### config.mk
export PLATFORM = sky130hd
export DESIGN_NAME = four_level_page_table_walker_core
export DESIGN_NICKNAME = d
export VERILOG_FILES = /design/src/design/ptw_pkg.sv /design/src/design/ptw_front.sv /design/src/design/ptw_queue.sv /design/src/design/ptw_back.sv /design/src/design/four_level_page_table_walker_core.sv
export VERILOG_INCLUDE_DIRS = /design/src /design/src/design
export SDC_FILE = /design/constraint.sdc
export NUM_CORES = 1
export LEC_CHECK = 0
export BUFFER_PORTS_ARGS = -buffer_cell sky130_fd_sc_hd__buf_4
export CORE_UTILIZATION = 40
export CTS_CLUSTER_DIAMETER = 200
export DETAILED_ROUTE_END_ITERATION = 12
export GPL_ROUTABILITY_DRIVEN = 0
export GPL_TIMING_DRIVEN = 0
export PLACE_DENSITY = 0.7
export SLEW_MARGIN = 5
export SYNTH_ARGS = -nofsm -noshare
export SYNTH_HDL_FRONTEND = slang
export SYNTH_SLANG_ARGS = --single-unit
export TNS_END_PERCENT = 5
### constraint.sdc
create_clock -name aclk -period 5.4 [get_ports aclk]
set_clock_uncertainty 0.15 [all_clocks]
set_input_delay 0 -clock aclk [delete_from_list [all_inputs] [get_ports aclk]]
set_output_delay 0 -clock aclk [all_outputs]
set_load 0.01 [all_outputs]
### src/design/four_level_page_table_walker_core_assert.svh
// Assertion macros for the page table walker core.
// Sampled on aclk and held off while aresetn is low.
`ifndef FOUR_LEVEL_PAGE_TABLE_WALKER_CORE_ASSERT_SVH
`define FOUR_LEVEL_PAGE_TABLE_WALKER_CORE_ASSERT_SVH

// Same-cycle implication.
`define PTW_ASSERT_IMP(label, ante, cons) \
    label: assert property (@(posedge aclk) disable iff (!aresetn) (ante) |-> (cons)) \
        else $error("page table walker check failed");

// Next-cycle implication.
`define PTW_ASSERT_NEXT(label, ante, cons) \
    label: assert property (@(posedge aclk) disable iff (!aresetn) (ante) |=> (cons)) \
        else $error("page table walker check failed");

`endif

### src/design/ptw_pkg.sv
// Shared types and constants for the page table walker.
// No dependencies.
package ptw_pkg;

    localparam int VA_W    = 48;
    localparam int PA_W    = 52;
    localparam int FRAME_W = 40;
    localparam int DATA_W  = 64;
    localparam int LVL_W   = 3;

    typedef enum logic [1:0] {
        KIND_READ  = 2'd0,
        KIND_DONE  = 2'd1,
        KIND_FAULT = 2'd2,
        KIND_PROTO = 2'd3
    } ptw_kind_t;

    // Classified word passed from the front to the back.
    typedef struct packed {
        logic               is_resp;
        logic [VA_W-1:0]    vaddr;
        logic [FRAME_W-1:0] frame;   // root frame for a request, entry[51:12] for a response
        logic               present;
        logic               big;
    } ptw_item_t;

    // Walk status reported by the back.
    typedef struct packed {
        logic       busy;
        logic [1:0] walk_level;
    } ptw_status_t;

endpackage

### src/design/ptw_front.sv
// Front: accepts words from the input channel and classifies them.
// Depends on ptw_pkg.
module ptw_front import ptw_pkg::*; (
    input  logic                s_valid,
    output logic                s_ready,
    input  logic                s_op,
    input  logic [VA_W-1:0]     s_virt_addr,
    input  logic [DATA_W-1:0]   s_read_data,
    input  logic [FRAME_W-1:0]  root_frame,
    input  logic                q_full,
    output logic                q_push,
    output ptw_item_t           q_item
);

    assign s_ready = !q_full;
    assign q_push  = s_valid && !q_full;

    always_comb begin
        q_item.is_resp = s_op;
        q_item.vaddr   = s_virt_addr;
        if (s_op) begin
            q_item.frame   = s_read_data[51:12];
            q_item.present = s_read_data[0];
            q_item.big     = s_read_data[7];
        end else begin
            q_item.frame   = root_frame;
            q_item.present = 1'b0;
            q_item.big     = 1'b0;
        end
    end

endmodule

### src/design/ptw_queue.sv
// Short FIFO between front and back.
// Depends on ptw_pkg.
module ptw_queue import ptw_pkg::*; #(
    parameter int DEPTH = 2
) (
    input  logic      aclk,
    input  logic      aresetn,
    input  logic      push,
    input  ptw_item_t push_item,
    output logic      full,
    input  logic      pop,
    output logic      head_valid,
    output ptw_item_t head_item
);

    localparam int PTR_W = (DEPTH > 1) ? $clog2(DEPTH) : 1;
    localparam int CNT_W = $clog2(DEPTH + 1);
    localparam logic [PTR_W-1:0] LAST = PTR_W'(DEPTH - 1);
    localparam logic [CNT_W-1:0] FULL_CNT = CNT_W'(DEPTH);

    ptw_item_t        slot_reg [DEPTH];
    logic [PTR_W-1:0] wr_ptr_reg, wr_ptr_next;
    logic [PTR_W-1:0] rd_ptr_reg, rd_ptr_next;
    logic [CNT_W-1:0] count_reg, count_next;

    assign full       = (count_reg == FULL_CNT);
    assign head_valid = (count_reg != '0);
    assign head_item  = slot_reg[rd_ptr_reg];

    always_comb begin
        wr_ptr_next = wr_ptr_reg;
        rd_ptr_next = rd_ptr_reg;
        count_next  = count_reg;
        if (push) begin
            wr_ptr_next = (wr_ptr_reg == LAST) ? '0 : wr_ptr_reg + 1'b1;
        end
        if (pop) begin
            rd_ptr_next = (rd_ptr_reg == LAST) ? '0 : rd_ptr_reg + 1'b1;
        end
        if (push && !pop) begin
            count_next = count_reg + 1'b1;
        end else if (pop && !push) begin
            count_next = count_reg - 1'b1;
        end
    end

    always_ff @(posedge aclk) begin
        if (!aresetn) begin
            wr_ptr_reg <= '0;
            rd_ptr_reg <= '0;
            count_reg  <= '0;
        end else begin
            wr_ptr_reg <= wr_ptr_next;
            rd_ptr_reg <= rd_ptr_next;
            count_reg  <= count_next;
        end
    end

    always_ff @(posedge aclk) begin
        if (push) begin
            slot_reg[wr_ptr_reg] <= push_item;
        end
    end

endmodule

### src/design/ptw_back.sv
// Back: runs the walk state against queued words and drives the result register.
// Depends on ptw_pkg.
module ptw_back import ptw_pkg::*; (
    input  logic              aclk,
    input  logic              aresetn,
    input  logic              head_valid,
    input  ptw_item_t         head_item,
    output logic              pop,
    output ptw_status_t       status,
    output logic              m_valid,
    input  logic              m_ready,
    output logic [1:0]        m_result_kind,
    output logic [PA_W-1:0]   m_address,
    output logic [LVL_W-1:0]  m_level
);

    logic             busy_reg, busy_next;
    logic [1:0]       wl_reg, wl_next;
    logic [VA_W-1:0]  sv_reg, sv_next;

    logic             m_valid_reg;
    ptw_kind_t        kind_reg, kind_next;
    logic [PA_W-1:0]  addr_reg, addr_next;
    logic [LVL_W-1:0] lvl_reg, lvl_next;

    logic [LVL_W-1:0] cur_lvl;
    logic [1:0]       wl_down;
    logic [8:0]       idx_down;

    assign pop = head_valid && (!m_valid_reg || m_ready);

    assign cur_lvl = {1'b0, wl_reg} + 3'd1;
    assign wl_down = wl_reg - 2'd1;

    // Index into the next table down, by the level being descended to
    always_comb begin
        case (wl_down)
            2'd2:    idx_down = sv_reg[38:30];
            2'd1:    idx_down = sv_reg[29:21];
            2'd0:    idx_down = sv_reg[20:12];
            default: idx_down = sv_reg[47:39];
        endcase
    end

    always_comb begin
        busy_next = busy_reg;
        wl_next   = wl_reg;
        sv_next   = sv_reg;
        kind_next = KIND_PROTO;
        addr_next = '0;
        lvl_next  = '0;
        if (!head_item.is_resp) begin
            if (!busy_reg) begin
                busy_next = 1'b1;
                wl_next   = 2'd3;
                sv_next   = head_item.vaddr;
                kind_next = KIND_READ;
                addr_next = {head_item.frame, head_item.vaddr[47:39], 3'b000};
                lvl_next  = 3'd4;
            end
        end else if (busy_reg) begin
            if (!head_item.present) begin
                busy_next = 1'b0;
                wl_next   = 2'd0;
                kind_next = KIND_FAULT;
                addr_next = {{(PA_W-VA_W){1'b0}}, sv_reg};
                lvl_next  = cur_lvl;
            end else if (cur_lvl == 3'd3 && head_item.big) begin
                busy_next = 1'b0;
                wl_next   = 2'd0;
                kind_next = KIND_DONE;
                addr_next = {head_item.frame[39:18], sv_reg[29:0]};
                lvl_next  = 3'd3;
            end else if (cur_lvl == 3'd2 && head_item.big) begin
                busy_next = 1'b0;
                wl_next   = 2'd0;
                kind_next = KIND_DONE;
                addr_next = {head_item.frame[39:9], sv_reg[20:0]};
                lvl_next  = 3'd2;
            end else if (cur_lvl == 3'd1) begin
                busy_next = 1'b0;
                wl_next   = 2'd0;
                kind_next = KIND_DONE;
                addr_next = {head_item.frame, sv_reg[11:0]};
                lvl_next  = 3'd1;
            end else begin
                // descend one level
                wl_next   = wl_down;
                kind_next = KIND_READ;
                addr_next = {head_item.frame, idx_down, 3'b000};
                lvl_next  = cur_lvl - 3'd1;
            end
        end
    end

    always_ff @(posedge aclk) begin
        if (!aresetn) begin
            busy_reg    <= 1'b0;
            wl_reg      <= 2'd0;
            sv_reg      <= '0;
            m_valid_reg <= 1'b0;
        end else begin
            if (pop) begin
                busy_reg <= busy_next;
                wl_reg   <= wl_next;
                sv_reg   <= sv_next;
            end
            if (pop) begin
                m_valid_reg <= 1'b1;
            end else if (m_ready) begin
                m_valid_reg <= 1'b0;
            end
        end
    end

    always_ff @(posedge aclk) begin
        if (pop) begin
            kind_reg <= kind_next;
            addr_reg <= addr_next;
            lvl_reg  <= lvl_next;
        end
    end

    assign status.busy       = busy_reg;
    assign status.walk_level = wl_reg;

    assign m_valid       = m_valid_reg;
    assign m_result_kind = kind_reg;
    assign m_address     = addr_reg;
    assign m_level       = lvl_reg;

endmodule

### src/design/four_level_page_table_walker_core.sv
// Four-level page table walker core.
// Input channel (s_*): one word per handshake. s_op 0 starts a walk for
// s_virt_addr; s_op 1 returns the 64-bit entry read (s_read_data) for the
// walk in progress. Output channel (m_*): exactly one word per input word,
// in order: an entry read request (address and level 4..1), a finished
// translation, a not-present fault carrying the virtual address, or a
// protocol error (request while walking, response while idle).
// An accepted word lands in the queue and moves to the result register when
// that register is empty or m_ready is high. Throughput: one word per cycle
// while m_ready stays high, each word being one walk step in the back end;
// memory latency on the response path sets the pace of a walk.
// A two-word queue parts front and back, and the result register holds a
// word while m_ready is low; the queue fills and s_ready drops only after
// two more words. Reset (aresetn low, synchronous) empties the queue,
// drops m_valid, returns the walk to idle and clears root_frame.
// APB register 0 (byte address 0): root_frame, write only while idle.
// Depends on ptw_pkg, ptw_front, ptw_queue, ptw_back and four_level_page_table_walker_core_assert.svh.
`include "four_level_page_table_walker_core_assert.svh"

module four_level_page_table_walker_core import ptw_pkg::*; #(
    parameter int QUEUE_DEPTH = 2
) (
    input  logic                aclk,
    input  logic                aresetn,
    input  logic                psel,
    input  logic                penable,
    input  logic                pwrite,
    input  logic [3:0]          paddr,
    input  logic [63:0]         pwdata,
    output logic [63:0]         prdata,
    output logic                pready,
    input  logic                s_valid,
    output logic                s_ready,
    input  logic                s_op,
    input  logic [VA_W-1:0]     s_virt_addr,
    input  logic [DATA_W-1:0]   s_read_data,
    output logic                m_valid,
    input  logic                m_ready,
    output logic [1:0]          m_result_kind,
    output logic [PA_W-1:0]     m_address,
    output logic [LVL_W-1:0]    m_level
);

    logic [FRAME_W-1:0] root_frame_reg;
    logic               q_full;
    logic               q_push;
    ptw_item_t          q_item;
    logic               q_pop;
    logic               head_valid;
    ptw_item_t          head_item;
    ptw_status_t        status;
    logic               out_read;
    logic               out_end;
    logic               walk_top;
    logic               read_ok;

    assign pready = 1'b1;

    always_ff @(posedge aclk) begin
        if (!aresetn) begin
            root_frame_reg <= '0;
        end else if (psel && penable && pwrite && !paddr[3]) begin
            root_frame_reg <= pwdata[FRAME_W-1:0];
        end
    end

    assign prdata = paddr[3] ? 64'd0 : {{(64-FRAME_W){1'b0}}, root_frame_reg};

    ptw_front u_front (
        .s_valid     (s_valid),
        .s_ready     (s_ready),
        .s_op        (s_op),
        .s_virt_addr (s_virt_addr),
        .s_read_data (s_read_data),
        .root_frame  (root_frame_reg),
        .q_full      (q_full),
        .q_push      (q_push),
        .q_item      (q_item)
    );

    ptw_queue #(
        .DEPTH (QUEUE_DEPTH)
    ) u_queue (
        .aclk       (aclk),
        .aresetn    (aresetn),
        .push       (q_push),
        .push_item  (q_item),
        .full       (q_full),
        .pop        (q_pop),
        .head_valid (head_valid),
        .head_item  (head_item)
    );

    ptw_back u_back (
        .aclk          (aclk),
        .aresetn       (aresetn),
        .head_valid    (head_valid),
        .head_item     (head_item),
        .pop           (q_pop),
        .status        (status),
        .m_valid       (m_valid),
        .m_ready       (m_ready),
        .m_result_kind (m_result_kind),
        .m_address     (m_address),
        .m_level       (m_level)
    );

    assign out_read = m_valid && (m_result_kind == KIND_READ);
    assign out_end  = m_valid && (m_result_kind == KIND_DONE || m_result_kind == KIND_FAULT);
    assign walk_top = (m_level == 3'd4) && (status.walk_level == 2'd3);
    assign read_ok  = (m_address[2:0] == 3'b000) && (m_level != 3'd0) && (m_level <= 3'd4);

    `PTW_ASSERT_IMP(a_walk_start, $rose(status.busy), out_read && walk_top)
    `PTW_ASSERT_IMP(a_walk_end, $fell(status.busy), out_end)
    `PTW_ASSERT_IMP(a_read_aligned, out_read, read_ok)
    `PTW_ASSERT_NEXT(a_pop_loads, q_pop, m_valid)

endmodule

* Word level (Yosys, flattened, before mapping)
Memories as Yosys holds them, arrays and structs flattened. A register that Yosys moved wholly into a read port is not among the register bits.
Cells that the tools add are included.
** Cells by class
- Multiplexer cells :: 47
- Reductions and logical operators :: 21
- Bitwise operators :: 2
- Eq/ne operators :: 8
- Add/sub/neg operators :: 7
** Operator list (count)
- 52-bit 2-to-1 mux :: 4
- 42-bit 2-to-1 mux :: 1
- 40-bit 2-to-1 mux :: 1
- 2-bit 2-to-1 mux :: 15
- 30-bit 2-to-1 mux :: 1
- 9-bit case mux with 3 select lines :: 1
- 21-bit 2-to-1 mux :: 1
- 3-bit 2-to-1 mux :: 7
- 1-bit 2-to-1 mux :: 15
- 12-bit 2-to-1 mux :: 1
- 1-bit logical AND :: 9
- 3-bit by 2-bit == test with 1-bit output, second input constant :: 2
- 3-bit AND reduction :: 2
- 2-bit nonzero test :: 3
- 1-bit zero test :: 5
- 2-bit == test, second input constant :: 2
- 2-bit by 1-bit subtractor with 2-bit output, second input constant :: 2
- 2-bit by 1-bit adder with 3-bit output, second input constant :: 1
- 3-bit by 1-bit == test with 1-bit output, second input constant :: 1
- 3-bit by 1-bit subtractor with 3-bit output, second input constant :: 1
- 1-bit adder, second input constant :: 2
- 2-bit by 1-bit adder with 2-bit output, second input constant :: 1
- 2-bit by 1-bit == test with 1-bit output, second input constant :: 1
- 2-bit zero test :: 1
- other kinds (4) :: 5
** Word-level totals
- Memories kept :: 1
- Output and inout port bits :: 124
- RAM bits :: 182
- Logic and storage cells :: 97
- Flip-flop bits (word level) :: 153
- Input port bits :: 188
** Memory list
- u_queue.slot_reg :: words 2, bits a word 91, rd ports 1, clocked after Yosys merged registers in 1, wr ports 1, RTL line ptw_queue.sv:21 : ptw_item_t slot_reg [DEPTH];

* Depth between registers and ports, before layout
Gate-level depths: netlist of the first run.
- Word-level depth :: 9
- Gate-level depth with buffers :: 7
- Gate-level depth less buffers :: 7

* Cells and area by module
Synthesis of the first run repeated with hierarchy kept, for this count alone.
** Unflattened totals
- Cells, all modules :: 1094
- Area, all modules :: 14956.8 µm²
** Modules (own cells, without submodules)
- ptw_queue :: seq. area each 5565.3 µm², area each 6820.3 µm², times used 1, cells each 305
- ptw_back :: seq. area each 2752.6 µm², area each 4968.5 µm², times used 1, cells each 445
- four_level_page_table_walker_core :: seq. area each 800.8 µm², area each 2098.3 µm², times used 1, cells each 246
- ptw_front :: seq. area each 0.0 µm², area each 1069.8 µm², times used 1, cells each 98

* Worst setup path before layout of the first run
No wires, ideal clock.
- Kind :: register to register
- Start :: register u_queue.count_reg[0]
- End :: memory u_queue.slot_reg[0][0] (netlist name) (enable)
- Library setup time :: 0.541 ns
- Required time :: 4.709 ns
- Data arrival time :: 4.504 ns
- Stages on the path, launching flop included :: 4
- Slack :: 0.205 ns
- Period minus slack after synthesis :: 5.195 ns
- Cell sequence :: dfxtp_1 nand2b_1 nand2_1 nor2_1
** On the way
- Word-level cells in the longest chain between the ends :: 5
** Ends and longest elaborated chain
- start, declared :: RTL line ptw_queue.sv:24 : logic [CNT_W-1:0] count_reg, count_next;
- start signal, assigned :: RTL line ptw_queue.sv:55 : count_reg <= count_next;
- 2-bit == test :: RTL line ptw_queue.sv:26 : assign full = (count_reg == FULL_CNT);
- 1-bit zero test
- via s_ready :: RTL line four_level_page_table_walker_core.sv:33 : output logic s_ready,
- 1-bit logical AND :: RTL line ptw_front.sv:16 : assign q_push = s_valid && !q_full;
- 1-bit 2-to-1 mux :: RTL line ptw_queue.sv:60 : if (push) begin
- 1-bit 2-to-1 mux (implied by the code) :: RTL line ptw_queue.sv:61 : slot_reg[wr_ptr_reg] <= push_item;
- end, declared :: RTL line ptw_queue.sv:21
The timed path passes the listed nets, and every way through them passes these cells.

* Worst setup path after layout of the first run
- Start :: register u_back.wl_reg[0]
- End :: register u_back.addr_reg[23] (netlist: u_back.m_address[23]) (data pin)
** On the way
- Word-level cells in the longest chain between the ends :: 7
** Ends and longest elaborated chain
- start, declared :: RTL line ptw_back.sv:18 : logic [1:0] wl_reg, wl_next;
- start signal, assigned :: RTL line ptw_back.sv:105 : wl_reg <= wl_next;
- 2-bit by 1-bit adder with 3-bit output :: RTL line ptw_back.sv:32 : assign cur_lvl = {1'b0, wl_reg} + 3'd1;
- 3-bit by 2-bit == test with 1-bit output :: RTL line ptw_back.sv:68 : end else if (cur_lvl == 3'd3 && head_item.big) begin
- 1-bit logical AND :: RTL line ptw_back.sv:68
- 30-bit 2-to-1 mux :: RTL line ptw_back.sv:68
- 52-bit 2-to-1 mux :: RTL line ptw_back.sv:62 : if (!head_item.present) begin
- 52-bit 2-to-1 mux :: RTL line ptw_back.sv:61 : end else if (busy_reg) begin
- 52-bit 2-to-1 mux :: RTL line ptw_back.sv:52 : if (!head_item.is_resp) begin
- via u_back.addr_next[23] :: RTL line ptw_back.sv:23 : logic [PA_W-1:0] addr_reg, addr_next;
- end signal, assigned :: RTL line ptw_back.sv:119 : addr_reg <= addr_next;
- end, declared :: RTL line ptw_back.sv:23
The timed path passes the listed nets, and every way through them passes these cells.
A chain may end at the register's enable or synchronous reset.

==> results of run 1 <==
-- cells by family (layout without fill, tap and decap cells) --
group / Yosys count / count (layout) / synth area share (%)
flops: 336 / 336 / 66.31
simple gates: 249 / 249 / 8.289
compound gates: 166 / 166 / 10.45
mux: 134 / 134 / 10.36
buf+inv: 93 / 531 / 3.549
fa+ha+maj: 8 / 8 / 0.7280
xor+xnor: 4 / 4 / 0.2548
other cells: 2 / 26 / 0.05462
-- area by class of cell --
class,count,area [µm²]
Clock inverter,11,82.58
Tap cell,448,560.5
Fill cell,2759,14970
Antenna cell,1,2.502
Sequential cell,336,9119
Clock buffer,53,1026
Buffer,87,465.4
Inverter,6,22.52
Multi-Input combinational cell,586,4243
Timing Repair Buffer,374,3211
-- worst min path at each step --
stage               startpoint                           endpoint  slack (ns)  cells past startpoint
6_report       s_virt_addr[27]  u_queue.slot_reg[1][69]$_DFFE_PP_        0.08                      2
5_1_grt        s_virt_addr[22]  u_queue.slot_reg[1][64]$_DFFE_PP_        0.08                      2
4_1_cts        s_virt_addr[24]  u_queue.slot_reg[0][66]$_DFFE_PP_        0.06                      2
3_5_place_dp   s_virt_addr[33]  u_queue.slot_reg[1][75]$_DFFE_PP_        0.04                      1
3_3_place_gp   s_virt_addr[45]  u_queue.slot_reg[1][87]$_DFFE_PP_        0.04                      1
2_1_floorplan   s_virt_addr[0]  u_queue.slot_reg[0][42]$_DFFE_PP_       -0.05                      0
-- layer usage --
metal / up-vias / global-route usage [%] / routed length (µm)
li1: 4475 / - / -
met3: 66 / 4.259 / 2544
met5: - / 0 / 0
met1: 4540 / 25.95 / 15090
met4: 0 / 6.754 / 1040
met2: 360 / 36.07 / 18320
-- timing repair --
| action | in CTS | in global routing |
|---|---|---|
| hold buffers | 133 | 0 |
| setup endpoints to repair | 0 | 0 |
| endpoints found under the hold margin | 229 | 0 |
-- critical path, delay by kind of cell (launching register included) --
family                   cells  cell delay [ns]
AO/OA/AOI/OAI                2             0.91
adder cells (fa/ha/maj)      1             0.28
buffers and inverters        2             0.48
flip-flops                   1             0.37
AND/OR/NAND/NOR              1             0.16
-- stage by stage --
stage	cells	setup slack (ns)	instance area [µm²]
2_1_floorplan	1015	0.2048	13840
3_3_place_gp	1699	-2.162	16170
3_5_place_dp	1704	2.806	16290
4_1_cts	1901	2.795	18730
5_1_grt	1902	2.549	18730
6_report	1902	2.710	18730
-- report_power, final --
group / total, mW / leakage [nW] / switching [mW] / internal (mW)
clock: 2.33 / 0.545 / 0.963 / 1.37
combinational: 2.35 / 3.98 / 1.33 / 1.02
sequential: 3.85 / 3.07 / 0.321 / 3.53
total: 8.53 / 7.59 / 2.61 / 5.92
-- cell usage after synthesis (8+ instances only) --
library cell | n | area [µm²]
nand2_1 | 156 | 585.6
o32ai_2 | 9 | 146.4
mux2i_1 | 81 | 810.8
ha_1 | 8 | 100.1
a22o_1 | 9 | 78.83
mux2_2 | 50 | 563.0
a222oi_1 | 9 | 90.09
nor2b_1 | 43 | 269.0
clkbuf_1 | 39 | 146.4
a21boi_0 | 42 | 315.3
buf_4 | 27 | 202.7
dfxtp_1 | 97 | 1942
o2bb2ai_1 | 9 | 78.83
o21ai_0 | 23 | 115.1
nor2_1 | 17 | 63.81
edfxtp_1 | 239 | 7177
buf_2 | 18 | 90.09
o211a_1 | 48 | 480.5
and2_1 | 15 | 93.84
==> flow_summary_export.csv, run 1 <==
group,metric,value,unit
finish,drive_gt1_share,28.36,%
route,drtIter0Drc,668,
timing,holdWs,0.07513,ns
clock_tree,cts-root-buf,"clkbuf_16",
clock_tree,htreeDepth,2,
setup_path,path_class,"flip-flop to flip-flop",
route,vias_per_cell,4.964,
finish,final_common_cell,"buf_4",
setup_path,rr_endpoint,"u_back.m_address[23]$_DFFE_PP_",
setup_path,worstSetupStartpointType,"flip-flop",
timing,fmax,371.8,MHz
finish,layout_common_cells,"263 x buf_4, 239 x edfxtp_1, 156 x nand2_1, 133 x dlygate4sd3_1, 97 x dfxtp_1",
power,irDropWorstVdd,0.2415,mV
clock_tree,cts_tree,"yes",
setup_path,crit_start,"u_back.wl_reg[0]$_SDFFE_PN0P_",
clock_tree,cts_resized,0,
setup_path,cp_slowest_cell,"o21bai_1",
synthesis,ys_warn_count,0,
grt,grt_pass1_vias,9754,
place,io_buffers,236,
timing,setup_tns,0,ns
route,antenna_left,0,
finish,largest_reg_flops,182,
clock_tree,clock_latency,0.51,ns
die,die_y,187.4,µm
setup_path,max_stage_delay,0.62,ns
synthesis,synth_seq_cells,336,
synthesis,synth_cells,992,
finish,fin_util,55.58,%
route,finalWirelength,36990,µm
timing,drv_slew,0,
setup_path,crit_path_end_kind,"flip-flop",
die,pin_count,312,
timing,max_slew_margin,46.41,%
timing,rsz0062_at_grt,"false",
setup_path,rr_worst_depth,6,
power,power_density,455.5,nW/µm²
clock_tree,cts_buffers,36,
place,dp_hpwl,25850,µm
setup_path,required,5.44,ns
synthesis,synth_area,13750,µm²
clock_tree,post-cts-setup-buffer-count,0,
clock_tree,cts.sinks,336,
synthesis,synth-async-reset-ratio,0,%
route,drc,0,
grt,track_usage,20.82,%
route,num_vias,9441,
die,dieArea,35120,µm²
grt,overflow,0,
timing,setup_viol,0,
route,routedWlPerCell,19.45,µm
power,total_power,8.532,mW
setup_path,crit-reg2reg-launch,"u_back.wl_reg[0]$_SDFFE_PN0P_",
timing,final.min_clock_period,2.690,ns
clock_tree,clk_path_buf_depth,3,
synthesis,ys_types,50,
synthesis,synth_edf_count,239,
route,firstDrtPassIters,7,
timing,tightest_slew,0.8039,ns
setup_path,r2r_slack,2.71,ns
job,cap_violations,0,
die,fp.coreArea,33700,µm²
setup_path,crit_fanout,10,
power,leakage,7.589,nW
finish,areaGrowthSynthToFinish,36.22,%
finish,fin_nets,1623,
grt,antenna_found_initial,1,
grt,grt_pass1_wl,55680,µm
synthesis,yosysSeqAreaShare,66.31,%
worst_hold_path,hold_path_class,"input port to flip-flop",
timing,finalHoldViolCount,0,
die,die_w,187.4,µm
timing,fin_crit_sh,49.81,%
status,outcome,"finished clean",
clock_tree,clkSlewWorstSetupHoldPaths,0.06,ns
setup_path,crit_path_cell_trace,"inv_1 > ha_1 > clkbuf_1 > nand2_1 > o21bai_1 > o2bb2ai_1",
die,rows,67,
grt,grt_max_degree,59,
synthesis,avgSynthCellArea,13.86,µm²
setup_path,arrival,2.73,ns
synthesis,synth_flop_cell,"edfxtp_1",
setup_path,crit_end,"u_back.m_address[23]$_DFFE_PP_",
die,start_util,40.80,%
(Power assumes the default switching activity.)
==> run 2: changes to the inputs <==
--- a/config.mk
+++ b/config.mk
@@ -6,13 +6,14 @@
 export SDC_FILE = /design/constraint.sdc
 export NUM_CORES = 1
 export LEC_CHECK = 0
+export ABC_AREA = 1
 export BUFFER_PORTS_ARGS = -buffer_cell sky130_fd_sc_hd__buf_4
 export CORE_UTILIZATION = 40
 export CTS_CLUSTER_DIAMETER = 200
 export DETAILED_ROUTE_END_ITERATION = 12
 export GPL_ROUTABILITY_DRIVEN = 0
 export GPL_TIMING_DRIVEN = 0
-export PLACE_DENSITY = 0.7
+export PLACE_DENSITY = 0.71
 export SLEW_MARGIN = 5
 export SYNTH_ARGS = -nofsm -noshare
 export SYNTH_HDL_FRONTEND = slang
==> constraint.sdc (replaced) <==
create_clock -name aclk -period 2.4 [get_ports aclk]
set_clock_uncertainty 0.15 [all_clocks]
set_input_delay 0 -clock aclk [delete_from_list [all_inputs] [get_ports aclk]]
set_output_delay 0 -clock aclk [all_outputs]
set_load 0.01 [all_outputs]
==> run 2 against run 1 <==
  * Sequential cell count is the same
  * Count of clock-buffer cells in the layout shrank 9
  * Global-route usage grew 2.6 points
  * Critical path type unchanged
  * Largest power group unchanged
==> flow_summary_export.csv, run 2 <==
group,metric,value,unit
timing,final.min_clock_period,2.309,ns
setup_path,critPathBufInv,3,
synthesis,ys_types,31,
timing,setup_viol,0,
setup_path,rr_endpoint,"u_back.sv_reg[20]$_SDFFE_PN0P_",
timing,holdWs,0.06440,ns
route,finalWirelength,40320,µm
timing,fin_ws,0.09078,ns
route,antenna_left,0,
finish,final-seq-area,9120,µm²
setup_path,worstSetupStartpointType,"flip-flop",
synthesis,avgSynthCellArea,10.77,µm²
job,cap_violations,0,
synthesis,synth-async-reset-ratio,0,%
clock_tree,cts.sinks,336,
place,dp.cells,1955,
synthesis,yosysSeqAreaShare,67.81,%
timing,fmax,433.0,MHz
finish,largest_reg_flops,182,
power,irDropWorstVdd,0.5462,mV
finish,fin_nets,1915,
setup_path,critical-path-top-delay-family,"buffers and inverters",
synthesis,ys_warn_count,0,
worst_hold_path,hold-path-cell-count,2,
synthesis,synth_area,13450,µm²
route,drc,0,
die,start_util,41.02,%
setup_path,crit_path_end_kind,"flip-flop",
clock_tree,clkSlewWorstSetupHoldPaths,0.06,ns
finish,final_area,18920,µm²
finish,final_common_cell,"nand2_1",
synthesis,synth_edf_count,239,
finish,multi_input_area,3578,µm²
die,rows,66,
timing,rsz0062_at_grt,"true",
route,routedWlPerCell,18.40,µm
clock_tree,cts-root-buf,"clkbuf_16",
worst_hold_path,whs_endpoint,"u_queue.slot_reg[1][67]$_DFFE_PP_",
route,firstDrtPassIters,5,
finish,layout_common_cells,"298 x nand2_1, 264 x buf_4, 239 x edfxtp_1, 167 x dlygate4sd3_1, 139 x o21ai_0",
worst_hold_path,hold_path_class,"input port to flip-flop",
setup_path,max_stage_delay,0.56,ns
grt,grt_pass1_vias,10980,
timing,max_slew_margin,43.35,%
setup_path,crit_top_cell,"buf_4",
timing,fin_crit_sh,96.22,%
power,combPwrFrac,29.5,%
setup_path,r2r_slack,0.09,ns
route,num_vias,11080,
place,dp_hpwl,27210,µm
power,p_clk_share,28.1,%
place,dpl-instance-area,16010,µm²
synthesis,ys_top_cells_by_area,"edfxtp_1 53%, dfxtp_1 14%, nand2_1 8.4%, o21ai_0 5.2%, a21oi_1 4.6%",
synthesis,synth_flop_cell,"edfxtp_1",
setup_path,cp_slowest_cell,"bufinv_8",
die,die_y,185.4,µm
clock_tree,cts_buffers,37,
setup_path,crit_path_cell_trace,"o21ai_2 > bufinv_8 > nand2_2 > buf_4 > buf_4 > a21oi_1 > nor2_1",
power,leakage,7.714,nW
power,p_int,13.53,mW
setup_path,crit_fanout,63,
finish,final_cells,2191,
finish,nFillCells,2648,
finish,drive_gt1_share,21.62,%
synthesis,synth_cells,1249,
synthesis,synth_top_area_share,53.37,%
die,pin_count,312,
grt,track_usage,23.40,%
synthesis,yosys-top-cells-count,"300 x nand2_1, 239 x edfxtp_1, 139 x o21ai_0",
synthesis,synth_seq_cells,336,
timing,setup_tns,0,ns
setup_path,required,2.63,ns
setup_path,arrival,2.54,ns
status,outcome,"finished clean",
setup_path,crit-reg2reg-launch,"u_queue.count_reg[1]$_SDFFE_PN0P_",
place,dp_slack,-0.1052,ns
route,vias_per_cell,5.058,
power,seqPwrFrac,42.4,%
power,power_density,1062,nW/µm²
synthesis,yosysTopAreaCell,"edfxtp_1",
grt,antenna_found_initial,0,
die,dieArea,34360,µm²
setup_path,rr_worst_depth,7,
place,io_buffers,235,
timing,finalHoldViolCount,0,
route,drtIter0Drc,903,
finish,areaGrowthSynthToFinish,40.71,%
timing,drv_slew,0,
clock_tree,clock_latency,0.52,ns
power,p_sw,6.572,mW
clock_tree,post-cts-setup-buffer-count,0,
clock_tree,cts_tree,"yes",
die,fp.coreArea,32780,µm²
clock_tree,clk_path_buf_depth,3,
setup_path,path_class,"flip-flop to flip-flop",
power,netSwitchingFraction,32.69,%
die,die_w,185.4,µm
grt,grt_max_degree,64,
grt,grt_pass1_wl,59950,µm
timing,tightest_slew,0.8477,ns
synthesis,synth.most_common_cell,"nand2_1",
worst_hold_path,min_from,"s_virt_addr[25]",
clock_tree,htreeDepth,2,
grt,overflow,0,
run 2: cell count changes after synthesis, sizes merged, moves of 48 or more:
cell	change
nand2	+158
mux2i	-55
inv	+97
o21ai	+118
mux2	-51
a21oi	+120
o211a	-48
run 2: logic make-up after synthesis:
family / count (synthesis) / share of synthesized area (%)
simple gates: 384 / 11.37
flops: 336 / 67.81
compound gates: 296 / 11.50
buf+inv: 195 / 6.448
mux: 27 / 2.010
fa+ha+maj: 8 / 0.7444
other cells: 2 / 0.05585
xor+xnor: 1 / 0.06514
run 2: worst register-to-register path: stages (launching register included):
cell and delay, ns:
dfxtp_1 0.41, o21ai_2 0.17, bufinv_8 0.56, nand2_2 0.24, buf_4 0.25, buf_4 0.18
a21oi_1 0.15, nor2_1 0.05
run 2: power groups by stage:
stage               clock [mW]  sequential [mW]  combinational (mW)
floorplan                    0             8.77                2.92
global placement             0             8.66                5.41
detailed placement           0             8.64                5.61
CTS                       5.71             8.53                5.88
global route              5.96             8.66                6.47
finish                    5.64             8.53                5.93
run 2: worst max-delay path by stage:
| stage | from | end | slack [ns] | depth (start not counted) |
|---|---|---|---|---|
| finish | u_queue.count_reg[1]$_SDFFE_PN0P_ | u_back.sv_reg[20]$_SDFFE_PN0P_ | 0.09 | 7 |
| global route | u_queue.count_reg[1]$_SDFFE_PN0P_ | u_back.sv_reg[20]$_SDFFE_PN0P_ | -0.04 | 7 |
| global placement | u_queue.count_reg[0]$_SDFFE_PN0P_ | u_queue.slot_reg[1][70]$_DFFE_PP_ | -0.91 | 4 |
| detailed placement | u_queue.count_reg[1]$_SDFFE_PN0P_ | u_back.sv_reg[44]$_SDFFE_PN0P_ | -0.11 | 6 |
| CTS | u_queue.count_reg[1]$_SDFFE_PN0P_ | u_back.sv_reg[37]$_SDFFE_PN0P_ | 0.11 | 6 |
| floorplan | u_queue.count_reg[0]$_SDFFE_PN0P_ | u_queue.slot_reg[1][0]$_DFFE_PP_ | -0.07 | 4 |
run 2: stage by stage:
step | total power [mW] | util (%)
2_1_floorplan | 11.69 | -
3_3_place_gp | 14.07 | 48.45
3_5_place_dp | 14.25 | 48.84
4_1_cts | 20.12 | 57.69
5_1_grt | 21.08 | 57.71
6_report | 20.10 | 57.72
run 2: layer usage:
metal	share of wire [%]	vias up	global-route usage, %
li1	-	5138	-
met1	41	5281	30.23
met2	48	563	39.18
met3	7.7	99	3.775
met4	3.5	0	9.256
met5	0	-	0
run 2: timing repair:
item | CTS | global route
endpoints found under the setup margin | 18 | 11
endpoints found under the hold margin | 281 | 0
hold buffers | 167 | 0
resized for setup | 2 | 2
run 2: cell type report:
cell class                 count  area share [%]
tap                          442           2.923
antenna                        1         0.01322
buffer                        91           2.519
clock buffer                  44           5.415
clock inverter                24           1.051
sequential                   336           48.20
timing repair buffer         408           18.83
inverter                     104           2.142
multi-input combinational    741           18.91
==> run 3: changes to the inputs <==
--- a/config.mk
+++ b/config.mk
@@ -13,9 +13,10 @@
 export DETAILED_ROUTE_END_ITERATION = 12
 export GPL_ROUTABILITY_DRIVEN = 0
 export GPL_TIMING_DRIVEN = 0
-export PLACE_DENSITY = 0.71
+export PLACE_DENSITY = 0.69
 export SLEW_MARGIN = 5
 export SYNTH_ARGS = -nofsm -noshare
 export SYNTH_HDL_FRONTEND = slang
+export SYNTH_HIERARCHICAL = 1
 export SYNTH_SLANG_ARGS = --single-unit
 export TNS_END_PERCENT = 5
==> run 3 against run 2 <==
  * Sequential power shrank 0.8%
  * Die area grew 16%
  * Fmax shrank 3.1%
  * Synthesized area grew 16%
  * Utilization shrank 0.68 points
  * Cell area grew 15%
  * Non-clock buffer count grew 94
==> flow_summary_export.csv, run 3 <==
group,metric,value,unit
setup_path,critPathBufInv,6,
timing,fin_crit_sh,99.33,%
setup_path,crit_fanout,10,
setup_path,required,2.64,ns
status,outcome,"finished clean",
clock_tree,clk_path_buf_depth,3,
setup_path,crit_start,"penable",
job,cap_violations,0,
setup_path,rr_worst_depth,9,
setup_path,max_stage_delay,0.58,ns
clock_tree,clock_latency,0.51,ns
grt,grt_pass1_wl,66460,µm
timing,rsz0062_at_grt,"false",
timing,fmax,419.5,MHz
timing,fin_ws,0.01617,ns
timing,finalHoldViolCount,0,
synthesis,ys_warn_count,6,
setup_path,crit_path_cell_trace,"buf_4 > nand2_1 > inv_1 > buf_2 > nand3_1 > dlygate4sd3_1 > nand2_1 > dlygate4sd3_1 > nor2_1 > dlygate4sd3_1",
setup_path,path_depth,10,
route,antenna_left,0,
die,rows,71,
grt,grt_pass1_vias,12150,
finish,fin_nets,2209,
setup_path,critical-path-top-delay-family,"buffers and inverters",
route,firstDrtPassIters,5,
route,vias_per_cell,4.728,
clock_tree,htreeDepth,2,
finish,final_common_cell,"nand2_1",
power,power_density,1001,nW/µm²
die,fp.coreArea,38020,µm²
route,drc,0,
die,pin_count,312,
clock_tree,cts.sinks,336,
place,dp.cells,2229,
clock_tree,cts_tree,"yes",
power,leakage,9.370,nW
finish,drive_gt1_share,25.12,%
synthesis,avgSynthCellArea,10.37,µm²
grt,overflow,0,
route,finalWirelength,44180,µm
die,dieArea,39740,µm²
place,io_buffers,187,
die,start_util,40.97,%
grt,track_usage,22.10,%
grt,antenna_found_initial,1,
finish,areaGrowthSynthToFinish,39.23,%
power,irDropWorstVdd,0.6178,mV
timing,final.min_clock_period,2.384,ns
route,num_vias,12080,
synthesis,synth_cells,1502,
timing,setup_viol,0,
setup_path,cp_slowest_cell,"dlygate4sd3_1",
route,routedWlPerCell,17.30,µm
die,die_y,199.4,µm
finish,final-seq-area,9119,µm²
setup_path,r2r_slack,0.12,ns
clock_tree,cts_buffers,37,
route,drtIter0Drc,745,
setup_path,crit_top_cell,"dlygate4sd3_1",
setup_path,path_class,"input port to flip-flop",
die,die_w,199.4,µm
setup_path,crit_path_end_kind,"flip-flop",
setup_path,rr_endpoint,"u_back/m_address[29]$_DFFE_PP_",
finish,nFillCells,3044,
timing,tightest_slew,0.7319,ns
timing,max_slew_margin,50.94,%
clock_tree,cts-root-buf,"clkbuf_16",
synthesis,synth_area,15580,µm²
finish,largest_reg_flops,182,
finish,final_cells,2554,
setup_path,arrival,2.63,ns
setup_path,worstSetupStartpointType,"input port",
finish,multi_input_area,4730,µm²
setup_path,crit_end,"root_frame_reg[39]$_SDFFE_PN0P_",
clock_tree,clkSlewWorstSetupHoldPaths,0.06,ns
finish,layout_common_cells,"353 x nand2_1, 278 x buf_4, 239 x edfxtp_1, 238 x dlygate4sd3_1, 171 x inv_1",
place,dp_slack,-0.06332,ns
timing,drv_slew,0,
place,dp_hpwl,28320,µm
grt,grt_max_degree,68,
worst_hold_path,hold_path_class,"input port to flip-flop",
[run 3: how the worst min path moves through the flow]
stage / startpoint / endpoint / slack, ns / cells past startpoint
after floorplan: aresetn / u_back/wl_reg[0]$_SDFFE_PN0P_ / -0.03 / 2
after global placement: s_virt_addr[6] / u_queue/slot_reg[1][48]$_DFFE_PP_ / 0.04 / 1
after detailed placement: s_virt_addr[34] / u_queue/slot_reg[0][76]$_DFFE_PP_ / 0.04 / 1
after CTS: s_virt_addr[44] / u_queue/slot_reg[0][86]$_DFFE_PP_ / 0.05 / 2
after global routing: s_virt_addr[25] / u_queue/slot_reg[0][67]$_DFFE_PP_ / 0.07 / 2
final: s_virt_addr[41] / u_queue/slot_reg[1][83]$_DFFE_PP_ / 0.07 / 2
[run 3: where the power goes]
part	internal [mW]	switching [mW]
Combinational	3.42	4.19
Clock	3.39	2.25
Sequential	7.86	0.601
[run 3: worst register-to-register path, cell delays in order (launching register included)]
cell     delay [ns]
dfxtp_1        0.36
buf_12         0.14
buf_12         0.16
mux2_4         0.36
nor2_1         0.14
inv_1          0.12
o21ai_4        0.15
buf_6          0.19
nand3_1        0.10
o21ai_1        0.21
[run 3: what timing repair did]
action,4_1_cts,5_1_grt
buffers inserted,0,5
resized for setup,5,20
setup endpoints to repair,62,85
gates cloned,1,0
hold buffers,251,0
hold endpoints to repair,254,0
[run 3: layout make-up]
cell class	count	share of cell area, %
sequential	336	42.04
antenna	1	0.01154
clock inverter	14	0.5942
tap	511	2.948
inverter	181	3.184
buffer	145	5.440
timing repair inverter	1	0.02307
timing repair buffer	448	18.91
clock buffer	54	5.042
multi-input combinational	863	21.81
[run 3: metal layers]
layer  global-route usage [%]  wire length, µm
met1                    26.71            17770
met2                    38.22            21750
met3                    3.764             2642
met4                    10.49             2021
met5                        0                0
[run 3: metrics by stage]
stage	hold slack (ns)	total power, mW	setup TNS [ns]	instance area (µm²)	utilization (%)
floorplan	-0.02952	13.07	-22.11	15680	-
global placement	0.03654	15.43	-208.78	17720	46.62
detailed placement	0.03821	15.70	-0.6775	17850	46.96
CTS	0.05100	21.69	0	21610	56.84
global route	0.07156	22.73	0	21690	57.04
finish	0.06724	21.70	0	21690	57.05
